--- config.mk ---
export PLATFORM = sky130hd
export DESIGN_NAME = dlpp_ctrl
export DESIGN_NICKNAME = d
export VERILOG_FILES = /design/src/sv/dlpp_pkg.sv /design/src/sv/dlpp_ctrl.sv
export SDC_FILE = /design/constraint.sdc
export NUM_CORES = 1
export LEC_CHECK = 0
export BUFFER_PORTS_ARGS = -buffer_cell sky130_fd_sc_hd__buf_2
export CORE_AREA = 2 2 39 41
export DETAILED_ROUTE_END_ITERATION = 10
export DIE_AREA = 0 0 41 43
export PLACE_DENSITY = 0.62
export SYNTH_ARGS = -nofsm -noshare
export SYNTH_HDL_FRONTEND = slang
export SYNTH_SLANG_ARGS = --single-unit
--- constraint.sdc ---
create_clock -name clk_i -period 3.89 [get_ports clk_i]
set_input_delay 0.5835 -clock clk_i [delete_from_list [all_inputs] [get_ports clk_i]]
set_output_delay 0.5835 -clock clk_i [all_outputs]
set_load 0.05 [all_outputs]
--- src/sv/dlpp_pkg.sv ---
// ----------------------------------------------------------------------------
// DAG longest-path propagator package
// Shared command codes, result codes, field widths and the control and status
// bundles that join the controller and the datapath.
// ----------------------------------------------------------------------------
package dlpp_pkg;

  localparam int unsigned DEF_MAX_NODES = 1024;
  localparam int unsigned DEF_MAX_LINKS = 4096;
  localparam int unsigned DEF_MAX_SLOTS = 4096;

  localparam int unsigned CMD_W    = 3;
  localparam int unsigned NODE_W   = 10;
  localparam int unsigned TIME_W   = 32;
  localparam int unsigned SLOT_W   = 12;
  localparam int unsigned LINK_W   = 12;
  localparam int unsigned STATUS_W = 2;
  localparam int unsigned ITEM_W   = 12;
  localparam int unsigned IN_DATA_W  = 112;
  localparam int unsigned OUT_DATA_W = 56;
  localparam int unsigned CFG_IDX_W  = 2;
  localparam int unsigned CFG_DATA_W = 13;
  // Wide enough to compare any index against any limit up to 65536.
  localparam int unsigned CMP_W = 17;

  typedef enum logic [CMD_W-1:0] {
    CMD_SET_EARLIEST = 3'd0,
    CMD_SET_LINK     = 3'd1,
    CMD_SET_SLOT     = 3'd2,
    CMD_RUN          = 3'd3,
    CMD_READ_NODE    = 3'd4,
    CMD_READ_LINK    = 3'd5
  } cmd_e;

  typedef enum logic [STATUS_W-1:0] {
    ST_RUN_DONE  = 2'd0,
    ST_NODE_READ = 2'd1,
    ST_LINK_READ = 2'd2
  } status_e;

  typedef enum logic [CFG_IDX_W-1:0] {
    CFG_NODE_COUNT = 2'd0,
    CFG_LINK_COUNT = 2'd1,
    CFG_SLOT_COUNT = 2'd2
  } cfg_e;

  typedef struct packed {
    logic take;
    logic run_start;
    logic node_fetch;
    logic node_init;
    logic slot_fetch;
    logic slot_skip;
    logic pred_fetch;
    logic slot_eval;
    logic node_write;
    logic out_run;
    logic out_host;
  } ctrl_cmd_t;

  typedef struct packed {
    logic out_free;
    logic node_active;
    logic node_last;
    logic slots_left;
    logic tgt_gt;
    logic tgt_lt;
  } dp_status_t;

endpackage

--- src/sv/dlpp_ctrl.sv ---
// ----------------------------------------------------------------------------
// DAG longest-path propagator controller
// Sequences host commands and the node and slot walk of a run.
// ----------------------------------------------------------------------------
module dlpp_ctrl (
  input  logic                          clk_i,
  input  logic                          rst_ni,
  input  logic                          in_valid_i,
  input  logic [dlpp_pkg::CMD_W-1:0]    in_cmd_i,
  input  dlpp_pkg::dp_status_t          status_i,
  output dlpp_pkg::ctrl_cmd_t           cmd_o
);

  typedef enum logic [3:0] {
    S_IDLE, S_HOST_WAIT, S_N_FETCH, S_N_INIT, S_S_CHECK, S_S_EVAL, S_S_NEXT,
    S_N_WRITE, S_R_DONE
  } state_e;

  state_e state_q, state_d;
  logic   acc;

  assign acc = (state_q == S_IDLE) && status_i.out_free && in_valid_i;

  always_comb begin
    cmd_o      = '0;
    cmd_o.take = (state_q == S_IDLE) && status_i.out_free;
    state_d    = state_q;
    case (state_q)
      S_IDLE: begin
        if (acc) begin
          if (in_cmd_i == dlpp_pkg::CMD_RUN) begin
            cmd_o.run_start = 1'b1;
            state_d = S_N_FETCH;
          end else if (in_cmd_i == dlpp_pkg::CMD_READ_NODE ||
                       in_cmd_i == dlpp_pkg::CMD_READ_LINK) begin
            state_d = S_HOST_WAIT;
          end
        end
      end
      S_HOST_WAIT: begin
        cmd_o.out_host = 1'b1;
        state_d = S_IDLE;
      end
      S_N_FETCH: begin
        cmd_o.node_fetch = 1'b1;
        state_d = S_N_INIT;
      end
      S_N_INIT: begin
        cmd_o.node_init = 1'b1;
        if (status_i.node_active && status_i.slots_left) begin
          cmd_o.slot_fetch = 1'b1;
          state_d = S_S_CHECK;
        end else begin
          state_d = S_N_WRITE;
        end
      end
      S_S_CHECK: begin
        // Slots belong to later nodes end this node; stray earlier ones are dropped.
        if (status_i.tgt_gt) begin
          state_d = S_N_WRITE;
        end else if (status_i.tgt_lt) begin
          cmd_o.slot_skip = 1'b1;
          state_d = S_S_NEXT;
        end else begin
          cmd_o.pred_fetch = 1'b1;
          state_d = S_S_EVAL;
        end
      end
      S_S_EVAL: begin
        cmd_o.slot_eval = 1'b1;
        state_d = S_S_NEXT;
      end
      S_S_NEXT: begin
        if (status_i.slots_left) begin
          cmd_o.slot_fetch = 1'b1;
          state_d = S_S_CHECK;
        end else begin
          state_d = S_N_WRITE;
        end
      end
      S_N_WRITE: begin
        cmd_o.node_write = 1'b1;
        state_d = status_i.node_last ? S_R_DONE : S_N_FETCH;
      end
      S_R_DONE: begin
        cmd_o.out_run = 1'b1;
        state_d = S_IDLE;
      end
      default: begin
        state_d = S_IDLE;
      end
    endcase
  end

  always_ff @(posedge clk_i or negedge rst_ni) begin
    if (!rst_ni) begin
      state_q <= S_IDLE;
    end else begin
      state_q <= state_d;
    end
  end

endmodule

==> qor.yml <==
outcome: "completed"
gr-total-overflow: 0
netlist_top_cells_area: "dfrtp_1, nand2b_4, nand2_1"
ir_drop_mv: 0.186
grtUsageTotal_pct: 10.0
wl_microns: 874
largest_reg_flops: 4
top_register: "state_q"
cts_setup_buffers: 0
setup_tns_ps: 0
timing.fmax_ghz: 0.432
grt_max_degree: 14
viasPerCell: 4.66
cts_tree: "built"
synth_compound_area_share_pct: 12.4
start_util_pct: 27.7
dr.pass1.iters: 4
synth_mux_area_share_pct: 2.61
synth_xor_area_share_pct: 2.29
finalPower_uw: 280
synth.distinct_cells: 27
leakage_uw: 0.000266
multi_input_area_sq_um: 256
period_share_pct: 59.5
synthAdderAreaFrac_pct: 0
worstSetupPathType: "register to output port"
port_buffers: 22
period_needed_ps: 2310
crit_fanout: 12
insertion_delay_ps: 230
regArea_sq_um: 100
slowest_delay_ps: 630
clkTransAtPathRegs_ps: 40
syn_inst: 50
htreeDepth: 1
slew_headroom_pct: 68.5
synth_top_area_cell: "dfrtp_1"
io_pins: 23
yosysWarnings: 0
hold_path_class: "primary input to async pin"
grt_pass1_wl_microns: 1250
ys_seq_elements: 4
drc_errors: 0
dp_hpwl_microns: 699
max_slew.worst_pin.slew_ps: 472
crit_chain: "nand2b_4 > or3_4 > nor3_1 > buf_2"
drv_cap: 0
top_regs: "state_q (4)"
cts_resized: 0
vias: 410
setup-violations-final: 0
drive_gt1_share_pct: 41.7
clock_sinks: 4
fin_nets: 86
fill_cells: 148
antenna_found_initial: 0
numCtsBuffers: 3
root_buffer: "clkbuf_4"
gp_congestion: 0.740
antenna_left: 0
dieArea_sq_mm: 0.00176
cts_max_path_buffers: 2
start_kind: "register"
yosysSeqAreaShare_pct: 26.1
cpMaxStageDelayCell: "dfrtp_1"
synth_top_family_by_area: "simple AND/OR/NAND/NOR gates"
die_x_microns: 41
ctsHoldBuffers: 0
detail_route.wl_per_cell_microns: 9.93
dr.first_iter.drc_count: 4
antenna_cells: 0
avgSynthCellArea_sq_um: 7.66
coreArea_sq_mm: 0.00138
cp.required_ps: 3310
skew_ps: 8.32
slew_viol_final: 0
rsz0062_at_grt: "false"
crit_path_end_kind: "output port"
areaGrowthSynthToFinish_pct: 35.9
cp.arrival_ps: 1730
grt_pass1_vias: 313
netlist.area_leader.share_pct: 26.1
cellPowerDensity_mw_per_mm2: 539
syn-cell-area_sq_um: 383
syn_nets: 62
die_y_microns: 43
finalHoldViolations: 0
rows: 14
synthSimpleGateAreaFrac_pct: 49.7
-- layout make-up --
cell class	instances	area share [%]
flip-flops and latches	4	19.2
inverters	3	2.16
well taps	16	3.85
multi-input cells	40	49.3
repair buffers	22	21.2
clock buffers	3	4.33
-- path summary, 6_finish.rpt --
| path | cells after the start | startpoint | endpoint | slack [ps] |
|---|---|---|---|---|
| hold / removal | 1 | rst_ni | state_q[3] | 140 |
| max in group asynchronous | 1 | rst_ni | state_q[1] | 3620 |
| min in group clk_i | 1 | state_q[3] | state_q[2] | 590 |
| hold reg to reg | 1 | state_q[3] | state_q[2] | 590 |
| setup reg to reg | 4 | state_q[2] | state_q[0] | 2400 |
| setup / recovery | 4 | state_q[2] | cmd_o[4] | 1580 |
-- Yosys cell counts (all sizes together) --
cell and number:
nand2 7, nand2b 5, nor2 5, dfrtp 4
nor3 4, inv 3, a31oi 2, and2 2
buf 2, nor4 2, a211oi 1, a21oi 1
and3 1, and4 1, clkbuf 1, mux2i 1
nand3 1, nand3b 1, nor4b 1, o2111ai 1
o22ai 1, o31ai 1, or3 1, xor2 1
-- logic make-up (layout without fill, tap and decap cells) --
group           count (synthesis)  count (layout)
compound gates                  7               7
xor+xnor                        1               1
buf+inv                         6              28
flops                           4               4
mux                             1               1
simple gates                   31              31
-- cells in the final DEF (no fill, tap or decap), types with 2 or more instances in the layout --
cell type / Yosys / final
buf_2: 2 / 22
nand2_1: 7 / 7
nor2_1: 5 / 5
nor3_1: 4 / 4
dfrtp_1: 4 / 4
nand2b_1: 3 / 3
clkbuf_4: 0 / 3
nand2b_4: 2 / 2
inv_1: 2 / 2
and2_1: 2 / 2
a31oi_1: 2 / 2
-- critical path: cells and delay by family, from the launching register on --
family | cells | cell delay (ps)
buffers and inverters | 1 | 280
flip-flops | 1 | 630
AND/OR/NAND/NOR | 3 | 580
-- routing by layer --
layer	global-route usage, %	routed length (microns)
met3	3.14	75
met2	14.1	362
met1	14.8	437
met4	2.00	0
met5	0	0
-- metrics by stage --
step | area [sq um] | hold slack, ps | util, % | worst slack [ps] | std cells
2_1_floorplan | 383 | 288 | - | 1050 | 50
3_3_place_gp | 498 | 392 | 36.0 | 1850 | 85
3_5_place_dp | 498 | 391 | 36.0 | 1830 | 85
4_1_cts | 520 | 138 | 37.6 | 1560 | 88
5_1_grt | 520 | 139 | 37.6 | 1460 | 88
6_report | 520 | 145 | 37.6 | 1580 | 88
-- power breakdown --
part / switching, uW / internal (uW)
clock: 16.3 / 34.4
sequential: 34.1 / 50.6
combinational: 90.0 / 55.1
Power figures use the tool's default switching activity.
